## config.mk

```make
export PLATFORM = sky130hd
export DESIGN_NAME = cse_front
export DESIGN_NICKNAME = d
export VERILOG_FILES = /design/src/sv/cse_pkg.sv /design/src/sv/cse_front.sv
export SDC_FILE = /design/constraint.sdc
export NUM_CORES = 2
export LEC_CHECK = 0
export BUFFER_PORTS_ARGS = -buffer_cell sky130_fd_sc_hd__buf_2
export CAP_MARGIN = 20
export CORE_MARGIN = 2
export CORE_UTILIZATION = 45
export DETAILED_ROUTE_END_ITERATION = 10
export PLACE_DENSITY = 0.7
export SETUP_SLACK_MARGIN = 0.2
export SLEW_MARGIN = 15
export SYNTH_ARGS = -nofsm -noshare
export SYNTH_HDL_FRONTEND = slang
export SYNTH_SLANG_ARGS = --single-unit
```

## constraint.sdc

```tcl
create_clock -name i_clk -period 12.46 [get_ports i_clk]
set_clock_uncertainty 0.15 [all_clocks]
set_input_delay 1.246 -clock i_clk [delete_from_list [all_inputs] [get_ports i_clk]]
set_output_delay 1.246 -clock i_clk [all_outputs]
set_load 0.01 [all_outputs]
```

## src/sv/cse_pkg.sv

```systemverilog
// Package for the column statistics engine: widths, mode codes and the
// record passed from the front accumulator to the back finisher. No dependencies.
`default_nettype none
package cse_pkg;
    localparam int MaxRows     = 1024;
    localparam int SampleWidth = 24;
    localparam int CountWidth  = $clog2(MaxRows + 1);
    localparam int ValueWidth  = 34;
    localparam int SquareWidth = 57;

    typedef enum logic [2:0] {
        MODE_MEAN  = 3'd0,
        MODE_SIGMA = 3'd1,
        MODE_SUM   = 3'd2,
        MODE_MIN   = 3'd3,
        MODE_MAX   = 3'd4,
        MODE_FIRST = 3'd5,
        MODE_RSUM  = 3'd6,
        MODE_RDIFF = 3'd7
    } t_mode;

    // One job for the back part: a direct value or a column summary.
    typedef struct packed {
        logic                          direct;
        t_mode                         mode;
        logic                          ovf;
        logic signed [ValueWidth-1:0]  value;
        logic [CountWidth-1:0]         count;
        logic [SquareWidth-1:0]        sq;
    } t_job;
endpackage
`default_nettype wire

```

## src/sv/cse_front.sv

```systemverilog
// Front part: accepts samples, updates the column accumulators and issues
// jobs into the queue. Depends on cse_pkg.
`default_nettype none
module cse_front
    import cse_pkg::*;
(
    input  wire logic                   i_clk,
    input  wire logic                   i_rst_n,
    input  wire t_mode                  i_mode,
    input  wire logic                   i_valid,
    output logic                        o_ready,
    input  wire logic [SampleWidth-1:0] i_sample,
    input  wire logic                   i_last,
    output logic                        o_job_valid,
    input  wire logic                   i_job_ready,
    output t_job                        o_job
);
    logic [CountWidth-1:0]        r_count;
    logic signed [ValueWidth-1:0] r_total;
    logic [SquareWidth-1:0]       r_sq;
    logic signed [SampleWidth-1:0] r_min, r_max, r_first, r_prev;
    logic r_ovf;

    logic signed [SampleWidth-1:0] x;
    logic take, full, ovf_now;
    logic signed [ValueWidth-1:0] n_total;
    logic [SquareWidth-1:0] n_sq;
    logic [2*SampleWidth-1:0] sq_term;
    logic [SampleWidth-1:0] mag;
    logic signed [ValueWidth-1:0] diff;

    assign x       = i_sample;
    assign o_ready = i_job_ready;
    assign take    = i_valid && i_job_ready;
    assign full    = (r_count >= CountWidth'(MaxRows));
    assign ovf_now = r_ovf || full;
    assign mag     = x[SampleWidth-1] ? SampleWidth'(-x) : SampleWidth'(x);
    assign sq_term = mag * mag;
    assign n_total = full ? r_total : r_total + ValueWidth'(x);
    assign n_sq    = full ? r_sq : r_sq + SquareWidth'(sq_term);
    assign diff    = ValueWidth'(x) - ValueWidth'(r_prev);

    // Job issue: running modes every item, others on the last item.
    always_comb begin
        o_job        = '0;
        o_job.mode   = i_mode;
        o_job.ovf    = ovf_now;
        o_job.count  = full ? r_count : r_count + 1'b1;
        o_job.sq     = n_sq;
        o_job.direct = 1'b1;
        o_job.value  = n_total;
        o_job_valid  = i_valid;
        unique case (i_mode)
            MODE_RSUM:  o_job.value = n_total;
            MODE_RDIFF: o_job.value = diff;
            MODE_MIN: o_job.value = ValueWidth'((r_count == '0) ? x :
                                     (!full && x < r_min) ? x : r_min);
            MODE_MAX: o_job.value = ValueWidth'((r_count == '0) ? x :
                                     (!full && x > r_max) ? x : r_max);
            MODE_FIRST: o_job.value = ValueWidth'((r_count == '0) ? x : r_first);
            MODE_SUM: o_job.value = n_total;
            default: begin
                o_job.direct = 1'b0;
                o_job.value  = n_total;
            end
        endcase
        if (i_mode != MODE_RSUM && i_mode != MODE_RDIFF && !i_last)
            o_job_valid = 1'b0;
    end

    // Accumulators; cleared after the last item of a column.
    always_ff @(posedge i_clk) begin
        if (!i_rst_n || (take && i_last)) begin
            r_count <= '0; r_total <= '0; r_sq <= '0; r_ovf <= 1'b0;
            r_min <= '0; r_max <= '0; r_first <= '0; r_prev <= '0;
        end else if (take) begin
            r_prev <= x;
            if (full) begin
                r_ovf <= 1'b1;
            end else begin
                r_count <= r_count + 1'b1;
                r_total <= n_total;
                r_sq    <= n_sq;
                if (r_count == '0) begin
                    r_min <= x; r_max <= x; r_first <= x;
                end else if (x < r_min) begin
                    r_min <= x;
                end else if (x > r_max) begin
                    r_max <= x;
                end
            end
        end
    end
endmodule
`default_nettype wire

```

==> Yosys cells after proc, flatten, opt, wreduce, memory -nomap -nowiden <==
Cells that the tools add are included.
{ "op_classes": {"add_sub_neg": 5, "mul": 1, "magnitude_cmp": 3, "n_eq_ne": 9, "mux": 17, "bitwise": 1, "n_reduce_logical": 20} }
{ "op_table": {"columns": ["op", "count"], "rows": [
  ["two-way mux 34 bit", 6],
  ["two-way mux 24 bit", 6],
  ["case mux 34 bit (4 select lines)", 1],
  ["adder 57 x 48 -> 57 bit", 1],
  ["two-way mux 57 bit", 1],
  ["multiplier 24 x 24 -> 48 bit", 1],
  ["adder 34 x 24 -> 34 bit", 1],
  ["subtractor 24 x 24 -> 25 bit", 1],
  ["> comparator 24 bit", 1],
  ["less-than comparator 24 bit", 1],
  ["negation 24 bit", 1],
  ["equality test 3 bit (second input constant)", 4],
  ["adder 11 x 1 -> 11 bit (second input constant)", 1],
  [">= comparator 11 bit (second input constant)", 1],
  ["logical NOT 11 bit", 1],
  ["two-way mux 11 bit", 1],
  ["equality test 3 x 2 -> 1 bit (second input constant)", 2],
  ["logical AND 1 bit", 6],
  ["inequality test 3 bit (second input constant)", 2],
  ["AND reduction 3 bit", 2],
  ["OR reduction 6 bit", 1],
  ["AND reduction 2 bit", 2],
  ["AND reduction 4 bit", 1],
  ["nonzero test 2 bit", 2],
  ["other kinds (5)", 9]
]} }
{ "totals": {"regBits": 199, "in_bits": 32, "output_inout_bits": 109, "wordCells": 64} }

==> Longest topological paths before layout <==
{ "logic_depth": {"word_depth": 6, "mapped_depth": 39, "mapped_depth_nobuf": 35} }

==> Least setup slack after synthesis <==
No wires, ideal clock.
{ "synth_path": {"kind": "input-to-output", "from": "in i_sample[0]", "to": "out o_job[50] (netlist name)", "arrival_ns": 10.265, "required_time_ns": 11.064, "slack_ns": 0.799, "stages": 36, "path_buffers": 4, "cell_sequence": "buf_2 > inv_1 > clkbuf_1 > ha_1 > nand2_1 > or3_1 > or3_1 > or2_1 > o31a_1 > xnor2_2 > inv_2 > clkbuf_1 > nand2_1 > fa_1 > inv_1 > fa_1 > fa_1 > inv_1 > fa_1 > inv_1 > fa_1 > fa_1 > inv_1 > fa_1 > inv_1 > ha_1 > buf_6 > a21oi_1 > o21ai_0 > a32oi_1 > a21oi_1 > or3_4 > a41oi_4 > o21ai_0 > or4b_1 > nand3_1"} }
{ "synth_lines": {"columns": ["element", "line_no", "source"], "rows": [
  ["start, declared", "cse_front.sv:12", "input wire logic [SampleWidth-1:0] i_sample,"],
  ["end, declared", "cse_front.sv:16", "output t_job o_job"]
]} }

==> impl_metrics.env <==
export IMPL_critPathMaxFanout=14
export IMPL_antenna_found_initial=1
export IMPL_place_area_mm2=0.0340
export IMPL_ys_types=101
export IMPL_fin_area_mm2=0.0347
export IMPL_rows=98
export IMPL_fmax_mhz=83.8
export IMPL_status="finished clean"
export IMPL_synth_top_cell_area_share=0.293
export IMPL_slew_headroom=0.203
export IMPL_grt_util_met3=0.0490
export IMPL_die_area_mm2=0.0738
export IMPL_io_buffer_count=140
export IMPL_grt_use_total=0.256
export IMPL_worstMarginPinSlew_ns=1.18
export IMPL_vias=27000
export IMPL_drc=0
export IMPL_seq_area_frac_synth=0.124
export IMPL_nFillCells=6803
export IMPL_async_flop_share=0
export IMPL_cp_slowest_cell="or4_4"
export IMPL_grt_pass1_vias=27100
export IMPL_critPathMaxStageDelay_ns=0.59
export IMPL_fin_crit_sh=0.958
export IMPL_cts_max_level=4
export IMPL_setup_viol=0
export IMPL_globalplace_congestion=0.943
export IMPL_synth_warnings=0
export IMPL_die_width_um=272
export IMPL_synth_cells=3988
export IMPL_ys_ff_latch=199
export IMPL_hpwl_mm=74.3
export IMPL_multi_input_area_mm2=0.0246
export IMPL_min_to="r_prev[21]"
export IMPL_cts_sinks=199
export IMPL_ioPinCount=141
export IMPL_hp_start="r_prev[21]"
export IMPL_final_nets=4842
export IMPL_cts_buffers=17
export IMPL_fin_crit_ns=11.94
export IMPL_synth_ff_type="dfxtp_1"
export IMPL_grt_overflow=0
export IMPL_r2r_slack_ns=6.68
export IMPL_syn_avg_cell_area_um2=8.08
export IMPL_initial_utilization=0.452
export IMPL_cts_tree="yes"
export IMPL_dpl_cell_count=4981
export IMPL_synth_cell_area_mm2=0.0322
export IMPL_antenna_cells=0
export IMPL_required_ns=11.06
export IMPL_hold_path_class="reg -> reg"
export IMPL_synth_most_common_cell="inv_1"
export IMPL_finalMaxSlewViolations=0
export IMPL_holdBufCountCts=0
export IMPL_pre_cts_slack_ns=0.0750
export IMPL_yosysTopAreaCell="fa_1"
export IMPL_start_kind="input pin"
export IMPL_synth_edf_count=0
export IMPL_wl_per_cell_um=18.6
export IMPL_cts_root_buf="clkbuf_16"
export IMPL_drive_gt1_frac=0.0824
export IMPL_arrival_ns=10.54
export IMPL_clk_pin_slew_ns=0.08
export IMPL_hold_violations=0
export IMPL_coreArea_mm2=0.0712
export IMPL_reg2regPathDepth=17
export IMPL_cpMostUsedCell="fa_1"
export IMPL_maxCapViolCount=0
export IMPL_setup_tns_ns=0
export IMPL_grtUsageMet2=0.416
export IMPL_grt_busiest_layer="met2"
export IMPL_rsz0062_at_grt="true"
export IMPL_synthTopCellsByArea="fa_1 29%, dfxtp_1 12%, ha_1 11%"
export IMPL_drt_wl_total_mm=93.2
export IMPL_worstReg2RegEnd="r_sq[38]"
export IMPL_yosys_top_cells_count="773 x inv_1, 517 x nand2_1, 472 x fa_1, 312 x nor2_1, 301 x a21oi_1"
export IMPL_end_kind="output pin"
export IMPL_finalNonFillerCells=5017
export IMPL_grt_max_degree=87
export IMPL_viasPerCell=5.39
export IMPL_fin_ws_ns=0.522
export IMPL_path_class="in -> out"
export IMPL_ant_nets=0
export IMPL_clockBufferDepth=2
export IMPL_hold_depth=2
export IMPL_die_y_um=272
export IMPL_seq_area_mm2=0.00399
export IMPL_first_pass_iters=7
export IMPL_syn_to_final_growth_pct=7.73
export IMPL_critical_path_reg2reg_startpoint="r_sq[12]"
export IMPL_worstSkewPairLatency_ns=0.53
export IMPL_dr_first_iter_drc_count=2084
export IMPL_grt_pass1_wl_mm=148
export IMPL_grt_util_met1=0.340
==> logic make-up after synthesis <==
kind of cell | share of synthesized area
adders and majority gates | 0.403
muxes | 0.0275
DFF | 0.124
other | 0.000233
AOI/OAI and AO/OA | 0.140
and+or+nand+nor | 0.145
xor gates and xnor gates | 0.0417
buffers and inverters | 0.119
==> worst max-delay path, delay by kind of cell <==
family / cells / cell delay [ns]
buf+inv: 9 / 1.06
compound gates: 5 / 0.93
fa+ha+maj: 8 / 4.02
simple gates: 9 / 2.93
xor+xnor: 2 / 0.37
==> timing repair <==
item / in CTS / in global routing
resized for setup: 1 / 23
setup buffers: 0 / 3
pin swaps: 0 / 4
setup endpoints to repair: 1 / 13
==> metal layers <==
metal / part of all wire / up-vias
met5: 0.00014 / -
met4: 0.034 / 2
met3: 0.073 / 173
met2: 0.46 / 920
met1: 0.43 / 13200
li1: - / 12800
==> flip-flops by register name, summed over array words and instances, names as in the netlist <==
signal   flops
r_count     11
r_first     24
r_max       24
r_min       24
r_ovf        1
r_prev      24
r_sq        57
r_total     34
==> worst max path at each step <==
stage                      from        end  slack, ns  cells past startpoint
detailed placement  i_sample[1]  o_job[56]       0.08                     36
floorplan           i_sample[0]  o_job[50]       0.80                     36
CTS                 i_sample[1]  o_job[56]       0.24                     36
global placement    i_sample[1]  o_job[56]       0.12                     35
finish              i_sample[8]  o_job[47]       0.52                     33
global route        i_sample[2]  o_job[56]       0.17                     33
==> layout make-up <==
cell class              count  share of cell area
multi-input cells        2826               0.708
clock inverters            15             0.00638
clock buffers              17              0.0123
well taps                 950              0.0342
flip-flops and latches    199               0.115
inverters                 784              0.0853
repair buffers            226              0.0390
==> metrics by stage <==
stage / utilization / hold slack (ns)
after global placement: 0.477 / 0.289
after global routing: 0.487 / 0.324
after CTS: 0.486 / 0.309
after detailed placement: 0.477 / 0.297
final: 0.487 / 0.308
after floorplan: - / 0.279
==> placed cells by master (no fill, tap or decap), drive strengths merged, types with 24 or more instances in the layout <==
| cell type | n |
|---|---|
| mux2i | 75 |
| nand2b | 24 |
| ha | 284 |
| nand2 | 517 |
| xor2 | 68 |
| inv | 784 |
| buf | 226 |
| nand4 | 30 |
| nor3 | 28 |
| nor2 | 312 |
| a21oi | 301 |
| a211oi | 28 |
| fa | 472 |
| nand3 | 44 |
| o21ai | 162 |
| and2 | 36 |
| xnor2 | 82 |
| dfxtp | 199 |
| a21o | 58 |
Power is not shown: default switching activity piles up to over one toggle a cycle in this logic, so the estimate is an artifact.
