$ cat src/sv/cse_pkg.sv
// Package for the column statistics engine: widths, mode codes and the
// record passed from the front accumulator to the back finisher. No dependencies.
`default_nettype none
package cse_pkg;
    localparam int MaxRows     = 1024;
    localparam int SampleWidth = 24;
    localparam int CountWidth  = $clog2(MaxRows + 1);
    localparam int ValueWidth  = 34;
    localparam int SquareWidth = 57;

    typedef enum logic [2:0] {
        MODE_MEAN  = 3'd0,
        MODE_SIGMA = 3'd1,
        MODE_SUM   = 3'd2,
        MODE_MIN   = 3'd3,
        MODE_MAX   = 3'd4,
        MODE_FIRST = 3'd5,
        MODE_RSUM  = 3'd6,
        MODE_RDIFF = 3'd7
    } t_mode;

    // One job for the back part: a direct value or a column summary.
    typedef struct packed {
        logic                          direct;
        t_mode                         mode;
        logic                          ovf;
        logic signed [ValueWidth-1:0]  value;
        logic [CountWidth-1:0]         count;
        logic [SquareWidth-1:0]        sq;
    } t_job;
endpackage
`default_nettype wire

$ cat src/sv/cse_queue.sv
// Two-entry queue between front and back parts. Depends on cse_pkg.
`default_nettype none
module cse_queue
    import cse_pkg::*;
(
    input  wire logic i_clk,
    input  wire logic i_rst_n,
    input  wire logic i_valid,
    output logic      o_ready,
    input  wire t_job i_job,
    output logic      o_valid,
    input  wire logic i_ready,
    output t_job      o_job
);
    t_job r_mem [2];
    logic r_wp, r_rp;
    logic [1:0] r_fill;
    logic push, pop;

    assign o_ready = (r_fill != 2'd2);
    assign o_valid = (r_fill != 2'd0);
    assign push    = i_valid && o_ready;
    assign pop     = o_valid && i_ready;
    assign o_job   = r_mem[r_rp];

    always_ff @(posedge i_clk) begin
        if (push) r_mem[r_wp] <= i_job;
    end

    always_ff @(posedge i_clk) begin
        if (!i_rst_n) begin
            r_wp <= 1'b0; r_rp <= 1'b0; r_fill <= '0;
        end else begin
            if (push) r_wp <= ~r_wp;
            if (pop)  r_rp <= ~r_rp;
            r_fill <= r_fill + {1'b0, push} - {1'b0, pop};
        end
    end
endmodule
`default_nettype wire

$ cat config.mk
export PLATFORM = sky130hd
export DESIGN_NAME = cse_queue
export DESIGN_NICKNAME = d
export VERILOG_FILES = /design/src/sv/cse_pkg.sv /design/src/sv/cse_queue.sv
export SDC_FILE = /design/constraint.sdc
export NUM_CORES = 1
export LEC_CHECK = 0
export BUFFER_PORTS_ARGS = -buffer_cell sky130_fd_sc_hd__buf_2
export CORE_MARGIN = 2
export CORE_UTILIZATION = 54
export CTS_BUF_LIST = sky130_fd_sc_hd__clkbuf_4 sky130_fd_sc_hd__clkbuf_8
export DETAILED_ROUTE_END_ITERATION = 6
export GPL_ROUTABILITY_DRIVEN = 0
export HOLD_SLACK_MARGIN = 0.12
export PLACE_DENSITY = 0.82
export SLEW_MARGIN = 25
export SYNTH_ARGS = -nofsm -noshare
export SYNTH_HDL_FRONTEND = slang
export SYNTH_SLANG_ARGS = --single-unit
$ cat constraint.sdc
create_clock -name i_clk -period 9.2 [get_ports i_clk]
set_input_delay 1.84 -clock i_clk [delete_from_list [all_inputs] [get_ports i_clk]]
set_output_delay 1.84 -clock i_clk [all_outputs]
set_load 0.01 [all_outputs]
# Word-level counts from Yosys, hierarchy flattened
# Memory sizes are Yosys's and may differ from the RTL's. A register that Yosys moved wholly into a read port is not among the register bits.
# Cells that the tools add are included.
[op_classes]
add_sub_neg = 2
mul = 0
div_mod_pow = 0
magnitude_cmp = 0
eq_ne = 1
shift = 0
mux = 4
bitwise_logic = 2
reduce_logical = 3
[op_table]
columns = ["operator", "n"]
rows = [
  ["$mux W1", 4],
  ["$add A2 B1 Y2", 1],
  ["$logic_and A1 B1 Y1", 2],
  ["$ne A2 B2 Y1 const B", 1],
  ["$not A1 Y1", 2],
  ["$reduce_bool A2 Y1", 1],
  ["$sub A2 B1 Y2", 1],
]
[word_totals]
regBits = 4
latchBits = 0
ram_bits = 214
mem_bits_ro = 0
in_bits = 111
output_inout_bits = 109
word_cells = 16
n_memories = 1
[mem_list]
columns = ["name", "depth", "word_bits", "read_ports", "rd_clocked_by_memory_dff", "wr", "line_no", "text"]
rows = [
  ["r_mem", 2, 107, 1, 1, 1, "cse_queue.sv:15", "t_job r_mem [2];"],
]

# Logic depth before layout (Yosys ltp)
# Gate-level depths: netlist of the first run.
[depth]
word_depth = 4
mapped_depth = 8
depth_no_buf = 8

# Least setup slack after synthesis of the first run
# Ideal clock, no wire load.
[synth_timing]
kind = "input-to-reg"
startpoint = "in i_valid"
endpoint = "mem r_mem[0][0] (netlist name) (enable)"
setup_ns = 0.574
arrival_time_ns = 6.387
t_required_ns = 8.626
setup_slack_ns = 2.239
stages = 2
n_path_buf = 0
path_cell_list = "nand2_1 nor2_1"
[synth_via]
elab_chain_len = 3
[synth_lines]
columns = ["item", "line_no", "text"]
rows = [
  ["start: declaration", "cse_queue.sv:8", "input wire logic i_valid,"],
  ["$logic_and A1 B1 Y1", "cse_queue.sv:22", "assign push = i_valid && o_ready;"],
  ["$mux W1", "cse_queue.sv:27", "if (push) r_mem[r_wp] <= i_job;"],
  ["$mux W1 (implied by the code)", "cse_queue.sv:27", ""],
  ["end: declaration", "cse_queue.sv:15", ""],
]
# No other way between the ends.

==> impl_metrics.py, run 1 <==
metrics = {
    "timing": {
        "grt_setup_unrepaired": "false",
        "setup-tns-final_ps": 0,
        "fmax_mhz": 230.5,
        "fin_worst_skew_ps": 15.36,
        "maxSlewViolCount": 0,
        "setup-violations-final": 0,
        "finalCriticalPeriod_ps": 4338,
        "whs_ps": 530.2,
        "worst_pin_slew_ps": 762.0,
        "finalHoldViolations": 0,
        "post-route-period-util": 0.4715,
        "slew_headroom": 0.4920,
    },
    "run": {
        "max-cap-violations": 0,
    },
    "pwr": {
        "power-per-cell-area_nw_per_um2": 269.2,
        "clkPwrFrac": 0.281,
        "power.total_uw": 2697,
        "seq_power_share": 0.486,
        "switching_share": 0.2659,
        "p_sw_uw": 717.2,
        "leakage_uw": 0.003834,
        "vdd_drop_max_mv": 0.1849,
        "pwr-share-comb": 0.234,
        "internal_power_uw": 1980,
    },
    "routing": {
        "routed_wl_um": 15110,
        "drt-initial-drc-count": 255,
        "wire_per_inst_um": 18.54,
        "route.detailed.drc": 0,
        "dr.pass1.iters": 4,
        "ant_nets": 0,
        "routed_via_density": 5.160,
        "dr_total_vias": 4205,
    },
    "logic_synthesis": {
        "syn_inst": 357,
        "ys_top_cells_by_count": "edfxtp_1, mux2_2, mux2_4, buf_2",
        "synth_seq_cells": 219,
        "syn_nets": 470,
        "synth-seq-area-share": 0.8088,
        "synth_area_um2": 8069,
        "synth.distinct_cells": 18,
        "ys.flop_type": "edfxtp_1",
        "yosysWarnings": 0,
        "yosysTopAreaCellShare": 0.7964,
        "syn_avg_cell_area_um2": 22.60,
        "ys_top_cells_by_area": "edfxtp_1, mux2_2, mux2_4",
        "synth-async-reset-ratio": 0,
        "yosys.area.top_type": "edfxtp_1",
        "synth.most_common_cell": "edfxtp_1",
        "synth_edf_count": 214,
    },
    "final_layout": {
        "multiInputGateArea_um2": 1460,
        "nFillCells": 934,
        "drive_above_1_share": 0.6169,
        "finalNetCount": 719,
        "syn_to_final_growth_pct": 24.19,
        "regArea_um2": 6530,
    },
    "grt": {
        "grt_max_degree": 69,
        "grt_overflow": 0,
        "grt_pass1_vias": 4462,
        "grt_pass1_wl_um": 22770,
        "antenna_found_initial": 3,
        "grt_usage": 0.1865,
    },
    "clocking": {
        "cts-root-buf": "clkbuf_8",
        "clock_latency_ps": 500,
        "clock_path_buffers": 3,
        "clock-sinks": 219,
        "ctsHtreeMaxLevel": 2,
        "hold_buffers": 0,
        "cts_made_buffers": 35,
        "post_cts_resized": 0,
        "clk_pin_slew_ps": 60,
        "post_cts_buffers": 0,
        "cts_tree": "done",
    },
    "floorplanning": {
        "start_util": 0.5531,
        "die_y_um": 126.2,
        "dieWidth_um": 126.2,
        "io_pins": 220,
        "fp.dieArea_um2": 15940,
        "rows": 44,
        "core_um2": 14590,
    },
    "run_status": {
        "status": "complete, no violations",
    },
    "worst_setup_path": {
        "arrival_ps": 2500,
        "cp_max_fo": 48,
        "worstPathRequired_ps": 7360,
        "cpMaxStageDelayCell": "dfxtp_4",
        "crit_chain": "buf_4 -> buf_16 -> mux2_2 -> buf_2",
        "crit_type": "reg2out",
        "critPathLaunchType": "flip-flop",
        "end_kind": "primary output",
        "slowest_delay_ps": 670,
    },
    "place": {
        "dp_hpwl_um": 9665,
        "portBuffers": 219,
    },
    "hold_path": {
        "hold_path_class": "reg2reg",
    },
}
[power by group through the flow]
stage | clock (uW) | sequential, uW | combinational [uW]
final | 757 | 1310 | 630
after global routing | 826 | 1320 | 677
after CTS | 781 | 1310 | 634
after detailed placement | 0 | 1330 | 630
after global placement | 0 | 1320 | 614
after floorplan | 0 | 1320 | 431
[worst paths after layout]
check	startpoint	endpoint	slack, ps	depth (start not counted)
worst min register to register	r_wp	r_wp	530	2
worst max register to register	r_fill[0]	r_mem[1][46]	6850	3
worst max-delay path	flip-flop	o_job[60]	4860	4
worst min-delay path	r_wp	r_wp	530	2
[sequential cells by signal, summed over array words and instances (netlist names), named ones only]
name,count
r_wp,1
r_rp,1
r_mem,214
r_fill,2
[layout make-up]
| type | instances | share of cell area |
|---|---|---|
| tap | 184 | 0.02297 |
| antenna | 2 | 0.0004994 |
| sequential | 219 | 0.6516 |
| timing repair buffer | 224 | 0.1151 |
| inverter | 1 | 0.0003746 |
| clock inverter | 10 | 0.004370 |
| clock buffer | 50 | 0.05931 |
| multi-input combinational | 125 | 0.1457 |
[routing by layer]
layer,vias up,GRT usage,part of all wire
met4,2,0.07498,0.029
met1,2033,0.2193,0.38
met2,220,0.3087,0.48
li1,1913,-,-
met5,-,0,0.0011
met3,37,0.07434,0.11
[layout by cell type (no fill, tap or decap), types with 3 or more instances in the layout]
master,count
clkinv_1,7
clkbuf_4,15
dfxtp_1,4
buf_2,219
mux2_2,77
mux2_4,30
edfxtp_1,214
clkbuf_8,35
xnor2_1,3
buf_4,4
[critical path, delay by kind of cell (launching register included)]
kind,cells,cell delay (ps)
buffers and inverters,3,880
flip-flops,1,670
multiplexers,1,390
[stage by stage]
stage          cells  setup slack (ps)  cell area (um2)  utilization
3_3_place_gp     752              5174             9350       0.6409
3_5_place_dp     752              5146             9350       0.6409
5_1_grt          814              4715            10020       0.6867
6_report         815              4862            10020       0.6869
4_1_cts          812              4596             9988       0.6846
2_1_floorplan    357              2239             8069            -
[cell families (layout without fill, tap and decap cells)]
logic type	Yosys count	count (layout)	synth area share
XOR/XNOR	3	3	0.003257
adder cells (fa/ha/maj)	2	2	0.003101
multiplexers	108	108	0.1645
other	0	2	0
AO/OA/AOI/OAI	1	1	0.0009307
buffers and inverters	13	285	0.01178
AND/OR/NAND/NOR	11	11	0.007598
flip-flops	219	219	0.8088
Power figures use the tool's default switching activity.
==> inputs of run 2 (changes only) <==
- clock period: 9.2 -> 4.1 ns (I/O delays scaled with it)
==> run 2 against run 1 <==
  * Setup slack worse by 3900 ps
  * Clock power increased by 140%
  * Die area did not move
  * Critical path depth fell by 1
  * Power increased by 130%
  * Via count shrank 1.2%
  * Final area increased by 0.60%
  * Clock-buffer cell count is 3 lower
  * Sequential power up 130%
  * Sequential share of layout area fell by 0.39 points
  * Largest cell class unchanged
==> impl_metrics.py, run 2 (synthesis results as in run 1) <==
metrics = {
    "run_status": {
        "status": "complete, no violations",
    },
    "worst_setup_path": {
        "path_buf_inv": 2,
        "crit_type": "reg2out",
        "cpMaxStageDelayCell": "dfxtp_4",
        "slowest_delay_ps": 760,
        "worstPathRequired_ps": 3280,
        "end_kind": "primary output",
        "arrival_ps": 2300,
        "cp_max_fo": 64,
        "critical-path-top-delay-family": "flip-flops",
        "critPathLaunchType": "flip-flop",
        "crit_chain": "buf_12 -> mux2_2 -> buf_2",
    },
    "timing": {
        "post-route-period-util": 0.7605,
        "setup_slack_ps": 982.0,
        "grt_setup_unrepaired": "false",
        "maxSlewViolCount": 0,
        "setup-violations-final": 0,
        "worst_pin_slew_ps": 764.5,
        "slew_headroom": 0.4903,
        "fmax_mhz": 320.7,
        "finalCriticalPeriod_ps": 3118,
        "setup-tns-final_ps": 0,
        "fin_worst_skew_ps": 14.61,
        "finalHoldViolations": 0,
    },
    "place": {
        "portBuffers": 219,
        "placed_area_um2": 9383,
        "dp_hpwl_um": 9742,
        "dp_slack_ps": 1473,
    },
    "clocking": {
        "cts_made_buffers": 36,
        "ctsHtreeMaxLevel": 2,
        "clk_pin_slew_ps": 60,
        "hold_buffers": 0,
        "clock_path_buffers": 3,
        "cts-root-buf": "clkbuf_8",
        "post_cts_resized": 0,
        "post_cts_buffers": 0,
        "cts_tree": "done",
        "clock_latency_ps": 510,
        "clock-sinks": 219,
    },
    "final_layout": {
        "largest_reg_flops": 214,
        "syn_to_final_growth_pct": 24.93,
        "top_regs": "r_mem: 214 flops, r_fill: 2 flops",
        "mostFrequentLayoutCell": "buf_2",
        "drive_above_1_share": 0.6151,
        "regMostFlops": "r_mem",
        "finalNetCount": 720,
        "final_cell_mix": "buf_2, edfxtp_1, mux2_2",
        "nFillCells": 955,
        "fin_area_um2": 10080,
        "post-route-util": 0.6910,
    },
    "grt": {
        "grt_pass1_wl_um": 22480,
        "grt_max_degree": 65,
        "grt_pass1_vias": 4449,
        "antenna_found_initial": 0,
        "grt_overflow": 0,
        "grt_usage": 0.1832,
    },
    "pwr": {
        "vdd_drop_max_mv": 0.4214,
        "leakage_uw": 0.003857,
        "power.total_uw": 6149,
        "power-per-cell-area_nw_per_um2": 610.0,
    },
    "routing": {
        "dr.pass1.iters": 4,
        "routed_wl_um": 14770,
        "ant_nets": 0,
        "route.detailed.drc": 0,
        "wire_per_inst_um": 18.04,
        "routed_via_density": 5.071,
        "dr_total_vias": 4153,
        "drt-initial-drc-count": 186,
    },
    "floorplanning": {
        "start_util": 0.5531,
        "rows": 44,
        "io_pins": 220,
        "fp.dieArea_um2": 15940,
        "dieWidth_um": 126.2,
        "die_y_um": 126.2,
        "core_um2": 14590,
    },
    "run": {
        "max-cap-violations": 0,
    },
    "hold_path": {
        "hold_path_class": "in2reg",
    },
}
run 2: final cells by class:
type,instances,area [um2],share of cell area
Clock inverter,18,111.4,0.01105
Clock buffer,47,584.3,0.05796
Multi-Input combinational cell,125,1460,0.1448
Antenna cell,1,2.502,0.0002482
Inverter,1,3.754,0.0003723
Sequential cell,219,6530,0.6478
Tap cell,184,230.2,0.02284
Timing Repair Buffer,224,1159,0.1149
run 2: per-layer routing:
layer,routed length [um],track usage,vias to the layer above
met5,0,0,-
met4,313,0.06787,0
met3,1303,0.07137,25
met2,7254,0.2992,187
met1,5900,0.2231,2021
li1,-,-,1920
run 2: through the flow:
| step | cells | hold WS [ps] |
|---|---|---|
| global route | 818 | 462.2 |
| floorplan | 357 | 488.3 |
| CTS | 818 | 464.3 |
| global placement | 753 | 507.0 |
| finish | 819 | 499.4 |
| detailed placement | 753 | 536.0 |
run 2: report_power, final:
group	switching, uW	leakage, uW	internal (uW)	total (uW)
Sequential	134	0.00204	2810	2950
Combinational	699	0.00145	697	1400
Clock	807	0.000362	999	1810
Total	1640	0.00386	4510	6150
run 2: worst paths after layout:
| kind | startpoint | endpoint | slack (ps) | cells after the start |
|---|---|---|---|---|
| hold reg to reg | r_wp | r_wp | 540 | 2 |
| setup reg to reg | r_fill[0] | r_mem[0][90] | 1950 | 4 |
| hold / removal | i_job[0] | r_mem[0][0] | 500 | 1 |
| setup / recovery | flip-flop | o_job[51] | 980 | 3 |
==> inputs of run 3 (changes only) <==
- ABC_AREA: not set -> 1
- clock period: 4.1 -> 3.1 ns (I/O delays scaled with it)
==> run 3 against run 2 <==
  * Worst hold slack worse by 190 ps
  * Die area about the same
  * Clock-buffer cell count down 1
  * Highest routed layer unchanged
==> impl_metrics.py, run 3 <==
metrics = {
    "run_status": {
        "status": "complete, no violations",
    },
    "logic_synthesis": {
        "synth-async-reset-ratio": 0,
        "synth_edf_count": 214,
        "synth_area_um2": 8075,
        "syn_avg_cell_area_um2": 21.88,
        "synth.distinct_cells": 12,
        "syn_nets": 482,
        "yosys.area.top_type": "edfxtp_1",
        "ys.flop_type": "edfxtp_1",
        "yosysWarnings": 0,
        "yosysTopAreaCellShare": 0.7958,
        "synth.most_common_cell": "edfxtp_1",
        "synth-seq-area-share": 0.8082,
        "ys_top_cells_by_count": "edfxtp_1, mux2_2, mux2_4, nand2_1, nor2_1",
        "ys_top_cells_by_area": "edfxtp_1, mux2_2, mux2_4",
        "syn_inst": 369,
        "synth_seq_cells": 219,
    },
    "final_layout": {
        "num_antenna_cells": 0,
        "regMostFlops": "r_mem",
        "mostFrequentLayoutCell": "buf_2",
        "largest_reg_flops": 214,
        "regArea_um2": 6530,
        "multiInputGateArea_um2": 1439,
        "top_regs": "r_mem: 214 flops, r_fill: 2 flops",
        "drive_above_1_share": 0.6000,
        "syn_to_final_growth_pct": 24.09,
        "finalNetCount": 732,
        "instances_no_fill": 824,
        "post-route-util": 0.6869,
        "nFillCells": 918,
        "final_cell_mix": "buf_2, edfxtp_1, mux2_2",
    },
    "floorplanning": {
        "rows": 44,
        "io_pins": 220,
        "start_util": 0.5535,
        "core_um2": 14590,
        "die_y_um": 126.3,
        "dieWidth_um": 126.3,
        "fp.dieArea_um2": 15950,
    },
    "place": {
        "dp_slack_ps": 1076,
        "portBuffers": 219,
        "placed_cells": 766,
        "dp_hpwl_um": 9082,
    },
    "routing": {
        "ant_nets": 0,
        "drt-initial-drc-count": 245,
        "route.detailed.drc": 0,
        "dr.pass1.iters": 5,
        "drt-met1-wl_um": 5495,
        "routed_via_density": 5.137,
        "topRoutingLayerUsed": "met4",
        "routed_wl_um": 14030,
        "wl_met3_um": 1268,
        "wire_per_inst_um": 17.03,
        "dr_total_vias": 4233,
        "wl_met2_um": 6993,
    },
    "timing": {
        "slew_headroom": 0.4652,
        "post-route-period-util": 0.7773,
        "setup-violations-final": 0,
        "fin_worst_skew_ps": 11.75,
        "grt_setup_unrepaired": "false",
        "finalHoldViolations": 0,
        "setup_slack_ps": 690.4,
        "maxSlewViolCount": 0,
        "worst_pin_slew_ps": 802.2,
        "fmax_mhz": 415.0,
        "finalCriticalPeriod_ps": 2410,
        "setup-tns-final_ps": 0,
    },
    "pwr": {
        "leakage_uw": 0.003860,
        "power-per-cell-area_nw_per_um2": 791.6,
        "vdd_drop_max_mv": 0.5363,
    },
    "worst_setup_path": {
        "crit_chain": "buf_12 -> mux2_2 -> buf_2",
        "path_buf_inv": 2,
        "critical-path-top-delay-family": "buffers and inverters",
        "regToRegSetupSlack_ps": 1220,
        "cpMaxStageDelayCell": "mux2_2",
        "cp_max_fo": 69,
        "reg2reg_to": "r_mem[1][85]",
        "worstPathRequired_ps": 2480,
        "slowest_delay_ps": 410,
        "cp.depth": 3,
        "arrival_ps": 1790,
        "critPathLaunchType": "flip-flop",
        "crit_path_end": "o_job[59]",
        "r2r_cells": 5,
        "end_kind": "primary output",
        "crit-reg2reg-launch": "r_fill[0]",
        "crit_type": "reg2out",
    },
    "clocking": {
        "ctsHtreeMaxLevel": 2,
        "post_cts_buffers": 0,
        "post_cts_resized": 0,
        "cts_made_buffers": 35,
        "hold_buffers": 0,
        "clk_pin_slew_ps": 60,
        "clock-sinks": 219,
        "cts-root-buf": "clkbuf_8",
        "cts_tree": "done",
        "clock_latency_ps": 490,
        "clock_path_buffers": 3,
    },
    "run": {
        "max-cap-violations": 0,
    },
    "hold_path": {
        "hold_path_class": "in2reg",
    },
    "grt": {
        "grt_usage": 0.1735,
        "grt_pass1_vias": 4490,
        "grt_pass1_wl_um": 21580,
        "antenna_found_initial": 0,
        "grt_max_degree": 70,
        "grt_overflow": 0,
    },
}
==> run 3: cell types whose count changed after synthesis, sizes merged <==
cell    before  now
nand2        2    9
o21a         1    0
and3         1    0
mux2i        1    0
and2         2    0
nand3        0    3
nor2         1    8
a21oi        0    2
nand2b       2    0
nor2b        2    0
inv          1    7
xnor2        3    0
or2          1    0
==> run 3: per-layer routing <==
layer | track usage | vias up
li1 | - | 1946
met1 | 0.2054 | 2068
met2 | 0.2903 | 198
met3 | 0.06202 | 21
met4 | 0.07111 | 0
met5 | 0 | -
==> run 3: cells by family after synthesis <==
logic type	share of synthesized area
flip-flops	0.8082
multiplexers	0.1632
AND/OR/NAND/NOR	0.009761
buffers and inverters	0.01456
AO/OA/AOI/OAI	0.001240
adder cells (fa/ha/maj)	0.003098
==> run 3: report_power, final <==
group	internal, uW	total (uW)	leakage, uW	switching [uW]
sequential	3750	3860	0.00204	105
clock	1200	2180	0.000333	983
combinational	887	1890	0.00149	1000
==> run 3: worst min-delay path by stage <==
stage	startpoint	endpoint	slack, ps	cells past startpoint
finish	i_job[98]	r_mem[1][98]	310	1
global placement	r_rp	r_rp	480	2
floorplan	r_rp	flip-flop	470	2
CTS	i_job[54]	r_mem[1][54]	280	1
global route	i_job[78]	r_mem[1][78]	290	1
detailed placement	r_rp	r_rp	500	2
==> run 3: stage by stage <==
stage	total power (uW)	area [um2]	hold slack, ps
floorplan	5137	8087	467.5
global placement	5758	9395	482.8
detailed placement	5833	9395	500.7
CTS	8036	10020	276.7
global route	8315	10020	287.4
finish	7933	10020	313.5
==> run 3: cell type report <==
type,instances,share of cell area
well taps,184,0.02297
clock buffers,46,0.05756
inverters,7,0.002997
repair buffers,225,0.1164
flip-flops and latches,219,0.6516
clock inverters,12,0.004870
multi-input cells,131,0.1436
